`config.mk`:
```
export PLATFORM = sky130hd
export DESIGN_NAME = lfu_cache_lru_tiebreak_unit
export DESIGN_NICKNAME = d
export VERILOG_FILES = /design/src/hw/rtl/lfu_pkg.sv /design/src/hw/rtl/lfu_ram.sv /design/src/hw/rtl/lfu_entry_unit.sv /design/src/hw/rtl/lfu_cache_lru_tiebreak_unit.sv
export VERILOG_INCLUDE_DIRS = /design/src /design/src/hw/rtl
export SDC_FILE = /design/constraint.sdc
export NUM_CORES = 2
export LEC_CHECK = 0
export BUFFER_PORTS_ARGS = -buffer_cell sky130_fd_sc_hd__buf_2
export CAP_MARGIN = 20
export CORE_MARGIN = 5
export CORE_UTILIZATION = 55
export CTS_BUF_LIST = sky130_fd_sc_hd__clkbuf_8
export DETAILED_ROUTE_END_ITERATION = 12
export GPL_TIMING_DRIVEN = 0
export PLACE_DENSITY = 0.79
export SLEW_MARGIN = 20
export SYNTH_ARGS = -nofsm -noshare
export SYNTH_HDL_FRONTEND = slang
export SYNTH_SLANG_ARGS = --single-unit
```
`constraint.sdc`:
```
create_clock -name clk -period 16.7 [get_ports clk]
set_input_delay 5.01 -clock clk [delete_from_list [all_inputs] [get_ports clk]]
set_output_delay 5.01 -clock clk [all_outputs]
set_load 0.005 [all_outputs]
```
`src/hw/rtl/lfu_cache_lru_tiebreak_unit_defines.svh`:
```
// assertion helpers, clocked on clk and disabled while arst_n is low
`ifndef LFU_CACHE_LRU_TIEBREAK_UNIT_DEFINES_SVH
`define LFU_CACHE_LRU_TIEBREAK_UNIT_DEFINES_SVH

// same-cycle implication
`define LFU_ASSERT_IMP(label, ante, cons, msg) \
	label: assert property (@(posedge clk) disable iff (!arst_n) (ante) |-> (cons)) \
		else $error(msg);

// next-cycle implication
`define LFU_ASSERT_NXT(label, ante, cons, msg) \
	label: assert property (@(posedge clk) disable iff (!arst_n) (ante) |=> (cons)) \
		else $error(msg);

`endif

```
`src/hw/rtl/lfu_pkg.sv`:
```
package lfu_pkg;

	localparam int KEY_W = 32;
	localparam int VAL_W = 32;
	localparam int CNT_W = 32;
	localparam int CAP_W = 5;

	localparam logic OP_GET = 1'b0;
	localparam logic OP_PUT = 1'b1;

	localparam logic MODE_TOUCH  = 1'b0;
	localparam logic MODE_INSERT = 1'b1;

	localparam logic [CAP_W-1:0] CAP_RESET = 5'd16;
	localparam logic signed [VAL_W-1:0] MISS_VALUE = -32'sd1;
	localparam logic [CNT_W-1:0] CNT_ONE = 32'd1;
	localparam logic [CNT_W-1:0] CNT_MAX = 32'hFFFF_FFFF;

	typedef struct packed {
		logic key_match;
		logic victim_better;
		logic rank_write;
	} lfu_flags_t;

endpackage

```
`src/hw/rtl/lfu_ram.sv`:
```
module lfu_ram #(
	parameter int WIDTH = 32,
	parameter int DEPTH = 16
) (
	input  logic                                       clk,
	input  logic                                       we,
	input  logic [((DEPTH > 1) ? $clog2(DEPTH) : 1)-1:0] waddr,
	input  logic [WIDTH-1:0]                           wdata,
	input  logic [((DEPTH > 1) ? $clog2(DEPTH) : 1)-1:0] raddr,
	output logic [WIDTH-1:0]                           rdata
);

	logic [WIDTH-1:0] mem [DEPTH];

	always_ff @(posedge clk) begin
		if (we) begin
			mem[waddr] <= wdata;
		end
		rdata <= mem[raddr];
	end

endmodule

```
`src/hw/rtl/lfu_entry_unit.sv`:
```
module lfu_entry_unit #(
	parameter int IDX_W = 4
) (
	input  logic                       sweep_mode,
	input  logic                       entry_valid,
	input  logic [IDX_W-1:0]           entry_idx,
	input  logic [lfu_pkg::KEY_W-1:0]  entry_key,
	input  logic [lfu_pkg::CNT_W-1:0]  entry_count,
	input  logic [IDX_W-1:0]           entry_rank,
	input  logic [lfu_pkg::KEY_W-1:0]  lookup_key,
	input  logic                       have_best,
	input  logic [lfu_pkg::CNT_W-1:0]  best_count,
	input  logic [IDX_W-1:0]           best_rank,
	input  logic                       skip_en,
	input  logic [IDX_W-1:0]           ref_idx,
	input  logic [IDX_W-1:0]           ref_rank,
	output lfu_pkg::lfu_flags_t        flags,
	output logic [IDX_W-1:0]           rank_next
);

	import lfu_pkg::*;

	logic skip;
	logic older_than_ref;

	assign skip           = skip_en && (entry_idx == ref_idx);
	assign older_than_ref = entry_rank > ref_rank;

	always_comb begin
		flags.key_match     = entry_valid && (entry_key == lookup_key);
		flags.victim_better = entry_valid && (!have_best || (entry_count < best_count) ||
			((entry_count == best_count) && (entry_rank > best_rank)));
		if (sweep_mode == MODE_TOUCH) begin
			flags.rank_write = entry_valid && !skip && (entry_rank < ref_rank);
			rank_next        = entry_rank + IDX_W'(1);
		end else begin
			// drop of the victim and aging for the new entry in one pass
			flags.rank_write = entry_valid && !skip;
			rank_next        = (skip_en && older_than_ref) ? entry_rank
			                                               : entry_rank + IDX_W'(1);
		end
	end

endmodule

```
`src/hw/rtl/lfu_cache_lru_tiebreak_unit.sv`:
```
// LFU cache with LRU tie-break, fully associative, ENTRIES slots.
// Command channel: drive op, key and value with start high; the transaction is
// taken at a rising edge with start high and busy low. busy stays high until
// the result is out.
// Result channel: done is high for one cycle with hit, read_value, evicted and
// evicted_key valid in that cycle. There is no backpressure; the receiver
// must take the result in that cycle.
// Config: cfg_we with cfg_data writes capacity; write only while idle.
// Sequence: every transaction first scans all entries one per cycle through the
// shared compare unit and then decides. A get miss or an ignored put then
// reports. A hit or an insert also sweeps the age ranks through the same unit
// one entry per cycle and then writes the entry before reporting. busy is low
// in the done cycle, so a new transaction can be taken at the edge that ends it.
// Reset: all entries invalid, capacity 16, block idle, no result pending.
`include "lfu_cache_lru_tiebreak_unit_defines.svh"

module lfu_cache_lru_tiebreak_unit #(
	parameter int ENTRIES = 16
) (
	input  logic                              clk,
	input  logic                              arst_n,
	input  logic                              start,
	output logic                              busy,
	input  logic                              op,
	input  logic [lfu_pkg::KEY_W-1:0]         key,
	input  logic signed [lfu_pkg::VAL_W-1:0]  value,
	input  logic                              cfg_we,
	input  logic [lfu_pkg::CAP_W-1:0]         cfg_data,
	output logic                              done,
	output logic                              hit,
	output logic signed [lfu_pkg::VAL_W-1:0]  read_value,
	output logic                              evicted,
	output logic [lfu_pkg::KEY_W-1:0]         evicted_key
);

	import lfu_pkg::*;

	localparam int IW = (ENTRIES > 1) ? $clog2(ENTRIES) : 1;
	localparam int UW = $clog2(ENTRIES + 1);
	localparam logic [IW-1:0] LAST = IW'(ENTRIES - 1);

	localparam logic [2:0] ST_IDLE   = 3'd0;
	localparam logic [2:0] ST_SCAN   = 3'd1;
	localparam logic [2:0] ST_DECIDE = 3'd2;
	localparam logic [2:0] ST_SWEEP  = 3'd3;
	localparam logic [2:0] ST_FINAL  = 3'd4;

	logic [2:0]              state_q;
	logic [CAP_W-1:0]        capacity_q;
	logic [ENTRIES-1:0]      valid_q;
	logic [IW-1:0]           ptr_q;
	logic                    issue_q;
	logic                    rd_vld_s1;
	logic [IW-1:0]           rd_idx_s1;

	logic                    op_q;
	logic [KEY_W-1:0]        key_q;
	logic [VAL_W-1:0]        value_q;

	logic                    hit_q;
	logic [IW-1:0]           fidx_q;
	logic [IW-1:0]           frank_q;
	logic [VAL_W-1:0]        fval_q;
	logic [CNT_W-1:0]        fcnt_q;
	logic                    have_v_q;
	logic [IW-1:0]           vidx_q;
	logic [IW-1:0]           vrank_q;
	logic [CNT_W-1:0]        vcnt_q;
	logic [KEY_W-1:0]        vkey_q;
	logic                    have_free_q;
	logic [IW-1:0]           free_q;
	logic [UW-1:0]           used_q;

	logic                    mode_q;
	logic [IW-1:0]           slot_q;
	logic                    ev_q;
	logic [KEY_W-1:0]        evk_q;
	logic signed [VAL_W-1:0] rd_q;
	logic                    done_q;

	logic [KEY_W-1:0]        key_rd;
	logic [VAL_W-1:0]        val_rd;
	logic [CNT_W-1:0]        cnt_rd;
	logic [IW-1:0]           age_rd;
	lfu_flags_t              flags;
	logic [IW-1:0]           rank_next;
	logic                    ent_valid;
	logic                    skip_en;
	logic [IW-1:0]           ref_idx;
	logic [IW-1:0]           ref_rank;

	logic                    full;
	logic                    ev_now;
	logic [IW-1:0]           slot_now;
	logic [IW-1:0]           tgt;
	logic                    accept;
	logic                    sweep_go;

	logic                    key_we;
	logic                    val_we;
	logic                    cnt_we;
	logic                    age_we;
	logic [IW-1:0]           age_waddr;
	logic [IW-1:0]           age_wdata;
	logic [CNT_W-1:0]        cnt_wdata;

	assign accept    = start && (state_q == ST_IDLE);
	assign ent_valid = valid_q[rd_idx_s1];
	assign sweep_go  = hit_q || ((op_q == OP_PUT) && (capacity_q != '0));

	assign skip_en  = (mode_q == MODE_TOUCH) || ev_q;
	assign ref_idx  = (mode_q == MODE_TOUCH) ? fidx_q : vidx_q;
	assign ref_rank = (mode_q == MODE_TOUCH) ? frank_q : vrank_q;

	assign full     = (32'(used_q) >= 32'(capacity_q)) || (used_q == UW'(ENTRIES));
	assign ev_now   = have_v_q && full;
	assign slot_now = (ev_now && (!have_free_q || (vidx_q < free_q))) ? vidx_q : free_q;
	assign tgt      = (mode_q == MODE_TOUCH) ? fidx_q : slot_q;

	lfu_entry_unit #(
		.IDX_W (IW)
	) u_unit (
		.sweep_mode  (mode_q),
		.entry_valid (ent_valid),
		.entry_idx   (rd_idx_s1),
		.entry_key   (key_rd),
		.entry_count (cnt_rd),
		.entry_rank  (age_rd),
		.lookup_key  (key_q),
		.have_best   (have_v_q),
		.best_count  (vcnt_q),
		.best_rank   (vrank_q),
		.skip_en     (skip_en),
		.ref_idx     (ref_idx),
		.ref_rank    (ref_rank),
		.flags       (flags),
		.rank_next   (rank_next)
	);

	always_comb begin
		key_we    = (state_q == ST_FINAL) && (mode_q == MODE_INSERT);
		val_we    = (state_q == ST_FINAL) && (op_q == OP_PUT);
		cnt_we    = (state_q == ST_FINAL);
		cnt_wdata = (mode_q == MODE_INSERT) ? CNT_ONE :
		            (fcnt_q == CNT_MAX)     ? fcnt_q : fcnt_q + CNT_ONE;
		if (state_q == ST_FINAL) begin
			age_we    = 1'b1;
			age_waddr = tgt;
			age_wdata = '0;
		end else begin
			age_we    = (state_q == ST_SWEEP) && rd_vld_s1 && flags.rank_write;
			age_waddr = rd_idx_s1;
			age_wdata = rank_next;
		end
	end

	lfu_ram #(.WIDTH(KEY_W), .DEPTH(ENTRIES)) u_key_ram (
		.clk   (clk),
		.we    (key_we),
		.waddr (slot_q),
		.wdata (key_q),
		.raddr (ptr_q),
		.rdata (key_rd)
	);

	lfu_ram #(.WIDTH(VAL_W), .DEPTH(ENTRIES)) u_val_ram (
		.clk   (clk),
		.we    (val_we),
		.waddr (tgt),
		.wdata (value_q),
		.raddr (ptr_q),
		.rdata (val_rd)
	);

	lfu_ram #(.WIDTH(CNT_W), .DEPTH(ENTRIES)) u_cnt_ram (
		.clk   (clk),
		.we    (cnt_we),
		.waddr (tgt),
		.wdata (cnt_wdata),
		.raddr (ptr_q),
		.rdata (cnt_rd)
	);

	lfu_ram #(.WIDTH(IW), .DEPTH(ENTRIES)) u_age_ram (
		.clk   (clk),
		.we    (age_we),
		.waddr (age_waddr),
		.wdata (age_wdata),
		.raddr (ptr_q),
		.rdata (age_rd)
	);

	// control
	always_ff @(posedge clk or negedge arst_n) begin
		if (!arst_n) begin
			state_q    <= ST_IDLE;
			capacity_q <= CAP_RESET;
			valid_q    <= '0;
			ptr_q      <= '0;
			issue_q    <= 1'b0;
			rd_vld_s1  <= 1'b0;
			done_q     <= 1'b0;
		end else begin
			done_q <= ((state_q == ST_DECIDE) && !sweep_go) || (state_q == ST_FINAL);
			if (cfg_we) begin
				capacity_q <= cfg_data;
			end

			if (issue_q) begin
				rd_vld_s1 <= 1'b1;
				if (ptr_q == LAST) begin
					issue_q <= 1'b0;
				end else begin
					ptr_q <= ptr_q + IW'(1);
				end
			end else begin
				rd_vld_s1 <= 1'b0;
			end

			case (state_q)
				ST_IDLE: begin
					if (accept) begin
						state_q <= ST_SCAN;
						ptr_q   <= '0;
						issue_q <= 1'b1;
					end
				end
				ST_SCAN: begin
					if (rd_vld_s1 && (rd_idx_s1 == LAST)) begin
						state_q <= ST_DECIDE;
					end
				end
				ST_DECIDE: begin
					if (sweep_go) begin
						state_q <= ST_SWEEP;
						ptr_q   <= '0;
						issue_q <= 1'b1;
					end else begin
						state_q <= ST_IDLE;
					end
				end
				ST_SWEEP: begin
					if (rd_vld_s1 && (rd_idx_s1 == LAST)) begin
						state_q <= ST_FINAL;
					end
				end
				ST_FINAL: begin
					// victim out, new entry in; the new slot may be the victim's
					if (mode_q == MODE_INSERT) begin
						valid_q <= (valid_q & ~(ENTRIES'(ev_q) << vidx_q)) |
						           (ENTRIES'(1) << slot_q);
					end
					state_q <= ST_IDLE;
				end
				default: begin
					state_q <= ST_IDLE;
				end
			endcase
		end
	end

	// datapath
	always_ff @(posedge clk) begin
		rd_idx_s1 <= ptr_q;
		if (accept) begin
			op_q        <= op;
			key_q       <= key;
			value_q     <= value;
			hit_q       <= 1'b0;
			have_v_q    <= 1'b0;
			have_free_q <= 1'b0;
			used_q      <= '0;
		end
		if ((state_q == ST_SCAN) && rd_vld_s1) begin
			if (ent_valid) begin
				used_q <= used_q + UW'(1);
			end
			if (flags.key_match && !hit_q) begin
				hit_q   <= 1'b1;
				fidx_q  <= rd_idx_s1;
				frank_q <= age_rd;
				fval_q  <= val_rd;
				fcnt_q  <= cnt_rd;
			end
			if (flags.victim_better) begin
				have_v_q <= 1'b1;
				vidx_q   <= rd_idx_s1;
				vrank_q  <= age_rd;
				vcnt_q   <= cnt_rd;
				vkey_q   <= key_rd;
			end
			if (!ent_valid && !have_free_q) begin
				have_free_q <= 1'b1;
				free_q      <= rd_idx_s1;
			end
		end
		if (state_q == ST_DECIDE) begin
			slot_q <= slot_now;
			if (hit_q) begin
				mode_q <= MODE_TOUCH;
				ev_q   <= 1'b0;
				evk_q  <= '0;
				rd_q   <= (op_q == OP_GET) ? $signed(fval_q) : MISS_VALUE;
			end else if ((op_q == OP_PUT) && (capacity_q != '0)) begin
				mode_q <= MODE_INSERT;
				ev_q   <= ev_now;
				evk_q  <= ev_now ? vkey_q : '0;
				rd_q   <= MISS_VALUE;
			end else begin
				mode_q <= MODE_TOUCH;
				ev_q   <= 1'b0;
				evk_q  <= '0;
				rd_q   <= MISS_VALUE;
			end
		end
	end

	assign busy        = (state_q != ST_IDLE);
	assign done        = done_q;
	assign hit         = hit_q;
	assign read_value  = rd_q;
	assign evicted     = ev_q;
	assign evicted_key = evk_q;

	`LFU_ASSERT_NXT(a_done_one_cycle, done_q, !done_q, "result strobe held too long")
	`LFU_ASSERT_IMP(a_done_when_idle, done_q, state_q == ST_IDLE, "result strobe while busy")
	`LFU_ASSERT_NXT(a_accept_scans, start && !busy, state_q == ST_SCAN, "no scan after accept")
	`LFU_ASSERT_IMP(a_evict_put_miss, done_q && ev_q, !hit_q && op_q == OP_PUT, "bad eviction")

endmodule
```
# == After elaboration in Yosys (flattened, before gate mapping) ==
# Memories as Yosys holds them, arrays and structs flattened. A register that Yosys moved wholly into a read port is not among the register bits.
# Cells that the tools add are included.
# word_totals
register_bits,326
ram_bits,1600
in_bits,74
elab_cells,162
mem_count,4
# memory_table
memory,depth,width,rd,rd_clocked_by_memory_dff,write_ports,line,rtl
u_cnt_ram.mem,16,32,1,1,1,lfu_ram.sv:13,logic [WIDTH-1:0] mem [DEPTH];
u_key_ram.mem,16,32,1,1,1,lfu_ram.sv:13,
u_val_ram.mem,16,32,1,1,1,lfu_ram.sv:13,
u_age_ram.mem,16,4,1,1,1,lfu_ram.sv:13,
# op_classes
add_sub_neg,4
order_cmp,7
n_eq_ne,14
shift,2
muxes,51
n_bitwise,7
n_reduce_logical,44
# ops
operator,n
32-bit == test,2
32-bit two-way mux,2
4-bit two-way mux,12
32-bit by 1-bit adder with 32-bit output (second input constant),1
32-bit == test (second input constant),1
32-bit less-than comparator,1
1-bit two-way mux,26
1-bit logical AND,20
16-bit bitwise AND,1
16-bit NOT,1
16-bit bitwise OR,1
1-bit by 4-bit left shift with 16-bit output,1
1-bit by 4-bit left shift with 16-bit output (first input constant),1
5-bit two-way mux,3
3-bit case mux with 4 select lines,1
3-bit two-way mux,3
4-bit by 1-bit adder with 4-bit output (second input constant),2
4-bit == test (second input constant),2
4-bit greater-than comparator,2
4-bit less-than comparator,2
4-bit case mux with 2 select lines,1
2-bit AND reduction,4
1-bit logical OR,7
3-bit by 2-bit == test with 1-bit output (second input constant),2
20 further kinds,30

# == Longest topological paths before layout ==
# depth
word_depth,11
depth_mapped,11

# == Modules after synthesis ==
# Synthesis repeated with hierarchy kept, for this count alone.
# unflattened
cells_unflattened,3607
area_unflattened_um2,75967.9
# modules_own_cells
module,n_inst,cells_per_inst,area_each_um2
lfu_ram (u_cnt_ram ...),3,838,19854.0
lfu_cache_lru_tiebreak_unit,1,764,12254.3
lfu_ram (u_age_ram),1,130,2666.3
lfu_entry_unit,1,199,1485.2

# == Least setup slack after synthesis ==
# No wires, ideal clock.
# synth_path
path_type,input port to flip-flop
startpoint,input start
endpoint,register key_q[0] (enable)
setup_ns,0.420
t_arrival_ns,6.451
setup_slack_ns,9.830
cell_stages,2
path_cell_list,nand2_1 > inv_1
# synth_via
elab_chain_cells,1
# synth_lines
element,line,rtl
start: declaration,lfu_cache_lru_tiebreak_unit.sv:22,"input logic start,"
1-bit logical AND,lfu_cache_lru_tiebreak_unit.sv:107,assign accept = start && (state_q == ST_IDLE);
named net accept,lfu_cache_lru_tiebreak_unit.sv:96,logic accept;
end signal: assignment,lfu_cache_lru_tiebreak_unit.sv:267,key_q <= key;
end: declaration,lfu_cache_lru_tiebreak_unit.sv:57,logic [KEY_W-1:0] key_q;
# The timed path passes the listed nets, and every way through them passes these cells.
# A chain may end at the register's enable or synchronous reset.

# == Worst setup path after layout ==
# layout_path
startpoint,register state_q[1]
endpoint,output busy
# layout_via
elab_chain_cells,1
# layout_lines
element,line,rtl
start: declaration,lfu_cache_lru_tiebreak_unit.sv:48,logic [2:0] state_q;
start signal: assignment,lfu_cache_lru_tiebreak_unit.sv:196,state_q <= ST_IDLE;
start signal: assignment,lfu_cache_lru_tiebreak_unit.sv:223,state_q <= ST_SCAN;
start signal: assignment,lfu_cache_lru_tiebreak_unit.sv:230,state_q <= ST_DECIDE;
3-bit nonzero test,lfu_cache_lru_tiebreak_unit.sv:318,assign busy = (state_q != ST_IDLE);
end: declaration,lfu_cache_lru_tiebreak_unit.sv:23,"output logic busy,"
# Every way passes these cells.

==> impl_metrics.csv <==
group,metric,value,unit
run_status,status,"finished clean",
layout,finalInstanceArea,87200,sq um
cts,cts-htree-levels,5,
timing,drv_slew,0,
power,total_power,13.5,mW
critical_path,startpoint_type,"flop",
power,power_density,155,nW/um^2
critical_path,path_max_fanout,10,
grt,antenna_found_initial,6,
grt,grt_overflow_total,0,
critical_path,r2r-end,"u_age_ram.mem[8][3]",
yosys,synth_edf_count,1883,
yosys,synth_compound_area_frac,0.0117,
timing,skew,0.0788,ns
grt,gr-usage-met2,0.400,
die,num_rows,136,
timing,finalSetupViolCount,0,
cts,cts_setup_buffers,0,
critical_path,cp-startpoint,"state_q[1]",
place,dp.cells,5392,
yosys,synth_top_area_cell,"edfxtp_1",
timing,report.final.hold_viol_count,0,
flow_run,drv_cap,0,
die,die_h,382,um
cts,clock_latency,1.04,ns
die,floorplan.initialDensity,0.553,
die,dieArea,146000,sq um
place,place.gp.congestion,0.859,
yosys,async_flop_share,0.0153,
yosys,netlist_instances,3370,
yosys,yosys_warnings,0,
cts,cts_buffer_depth,4,
drt,ant_nets,0,
grt,grt_use_met1,0.321,
timing,max_freq,136,MHz
cts,cts_resized,0,
yosys,synth-adder-area-share,0.00873,
drt,first_iter_violations,5142,
yosys,synthesis.area,76000,sq um
yosys,synth_top_family_by_area,"multiplexers",
grt,grt_max_degree,47,
drt,routed_wl,181000,um
cts,clock_sinks,2026,
yosys,yosysSeqAreaShare,0.784,
yosys,synthMuxAreaShare,0.151,
min_path,min_path_type,"reg -> reg",
yosys,ys_types,69,
place,placed_cell_area,81300,sq um
critical_path,r2r_cells,11,
timing,finalCritPeriodShare,0.440,
critical_path,cp.depth,4,
die,die-width,382,um
yosys,ys_top_cells_by_count,"edfxtp_1 (1883), mux4_2 (502), dfxtp_1 (112)",
timing,setup-tns-final,0,ns
grt,grtUsageMet3,0.0636,
cts,root_buffer,"clkbuf_8",
layout,multi_input_area,15900,sq um
cts,clk_pin_slew,0.06,ns
place,io_buffer_count,140,
drt,num_vias,37700,
power,ir_worst_vdd,130,uV
power,p_leak,28.5,nW
timing,layout_setup_ws,9.35,ns
critical_path,crit_end,"busy",
grt,grt_pass1_wl,262000,um
cts,ctsHoldBuffers,0,
critical_path,path_delay_family,"buffers and inverters",
grt,grt_pass1_vias,39000,
drt,wire_per_inst,30.4,um
layout,nNetsFinal,4044,
layout,register_area,59600,sq um
layout,fillers,8278,
timing,rsz0062_at_grt,"false",
grt,top_usage_layer,"met2",
critical_path,critPathRequiredTime,11.69,ns
yosys,synth_nets,3497,
yosys,yosys.area_share.simple,0.0251,
timing,worst_pin_slew,1.20,ns
grt,track_usage,0.249,
yosys,synth_top_area_frac,0.744,
die,io_pins,142,
cts,cts_inserted_buffers,316,
yosys,ys_seq_elements,2026,
critical_path,crit_type,"reg -> out",
critical_path,critPathBufInv,3,
place,dp_hpwl,113000,um
layout,area_growth,14.7,%
yosys,yosysMostFrequentCell,"edfxtp_1",
critical_path,r2r-start,"mode_q",
critical_path,endpoint_kind,"output port",
cts,cts_tree,"built",
drt,drt-vias-per-instance,6.34,
layout,final-instance-count-excl-fill,5953,
layout,drive_gt1_frac,0.308,
drt,firstDrtPassIters,6,
place,place_ws,10.02,ns
yosys,synth_area_leaders,"edfxtp_1 (74%), mux4_2 (15%), dfxtp_1 (3.0%)",
drt,drc_errors,0,
critical_path,arrival,2.34,ns
die,core-area,137000,sq um
yosys,synth_ff_type,"edfxtp_1",
timing,maxSlewHeadroom,0.202,
yosys,syn_avg_cell_area,22.5,sq um
critical_path,crit_chain,"clkbuf_1 > nor3_1 > inv_1 > buf_2",
yosys,yosys.area_share.xor_xnor,0.00726,
critical_path,cp_slowest_stage_delay,0.39,ns
critical_path,r2r_slack,12.56,ns
timing,finalCriticalPeriod,7.35,ns
critical_path,cp_slowest_cell,"nor3_1",
## sequential cells by signal, indices dropped and copies added, names as in the netlist, 5 cells and up
register	count
vcnt_q	32
u_val_ram.rdata	32
u_key_ram.rdata	32
u_age_ram.mem	64
u_cnt_ram.mem	512
vkey_q	32
u_cnt_ram.rdata	32
valid_q	16
read_value	32
u_val_ram.mem	512
fcnt_q	32
u_key_ram.mem	512
key_q	32
evicted_key	32
fval_q	32
used_q	5
capacity_q	5
value_q	32
## layout by cell type, fill, tap and decap left out, types with 22 or more instances in the layout
cell / instances
dfxtp_1: 112
nand4_1: 22
inv_1: 200
and2_1: 35
clkinv_2: 27
edfxtp_1: 1883
clkinv_1: 26
nand2_1: 50
ha_1: 53
xnor2_1: 42
nor2_1: 62
mux4_2: 502
buf_4: 26
o21ai_0: 54
nand3_1: 25
nor2_4: 48
dfrtp_1: 30
clkbuf_8: 352
a21oi_1: 27
nor3_1: 22
buf_2: 176
clkbuf_1: 52
buf_12: 36
buf_16: 39
nand2b_1: 43
## worst min path at each step
| stage | end | startpoint | depth (start not counted) | slack, ns |
|---|---|---|---|---|
| final | rd_idx_s1[3] | ptr_q[3] | 0 | 0.36 |
| after detailed placement | rd_idx_s1[3] | ptr_q[3] | 0 | 0.35 |
| after CTS | rd_idx_s1[3] | ptr_q[3] | 0 | 0.36 |
| after global placement | rd_idx_s1[3] | ptr_q[3] | 0 | 0.35 |
| after floorplan | rd_idx_s1[3] | ptr_q[3] | 0 | 0.34 |
| after global routing | rd_idx_s1[3] | ptr_q[3] | 0 | 0.37 |
## logic make-up (layout without fill, tap and decap cells)
kind of cell	count (synthesis)	after routing
flops	2026	2026
mux	521	521
simple gates	369	369
buf+inv	203	988
compound gates	135	135
xor+xnor	63	63
fa+ha+maj	53	53
other cells	0	4
## power by group
group / internal (mW) / switching (mW)
Sequential: 6.06 / 0.295
Clock: 2.05 / 1.85
Combinational: 1.51 / 1.74
Total: 9.62 / 3.89
## worst register-to-register path, cell delays in order, from the launching register on
cell and delay, ns:
edfxtp_1 0.48, buf_6 0.19, buf_2 0.21, buf_2 0.34, mux2i_1 0.26, ha_1 0.29
a21oi_1 0.17, a21boi_0 0.15, o21ai_0 0.53, nand4_1 0.19, xor2_1 0.18, nor2_1 0.80
## stage by stage
stage               utilization  hold WS, ns
floorplan                     -        0.342
global placement          0.575        0.352
detailed placement        0.592        0.349
CTS                       0.635        0.363
global route              0.635        0.369
finish                    0.635        0.365
## cell type report
| cell class | count | share of cell area |
|---|---|---|
| Tap cell | 1794 | 0.0257 |
| Clock inverter | 204 | 0.0121 |
| Antenna cell | 4 | 0.000115 |
| Multi-Input combinational cell | 1141 | 0.183 |
| Sequential cell | 2026 | 0.683 |
| Timing Repair Buffer | 229 | 0.0300 |
| Inverter | 70 | 0.00307 |
| Buffer | 133 | 0.00756 |
| Clock buffer | 352 | 0.0556 |
## routing by layer
metal	vias up	wire (um)
met1	19500	64400
met2	2567	88800
met5	-	0
met4	0	9250
met3	523	18300
li1	15200	-
Power figures use the tool's default switching activity.
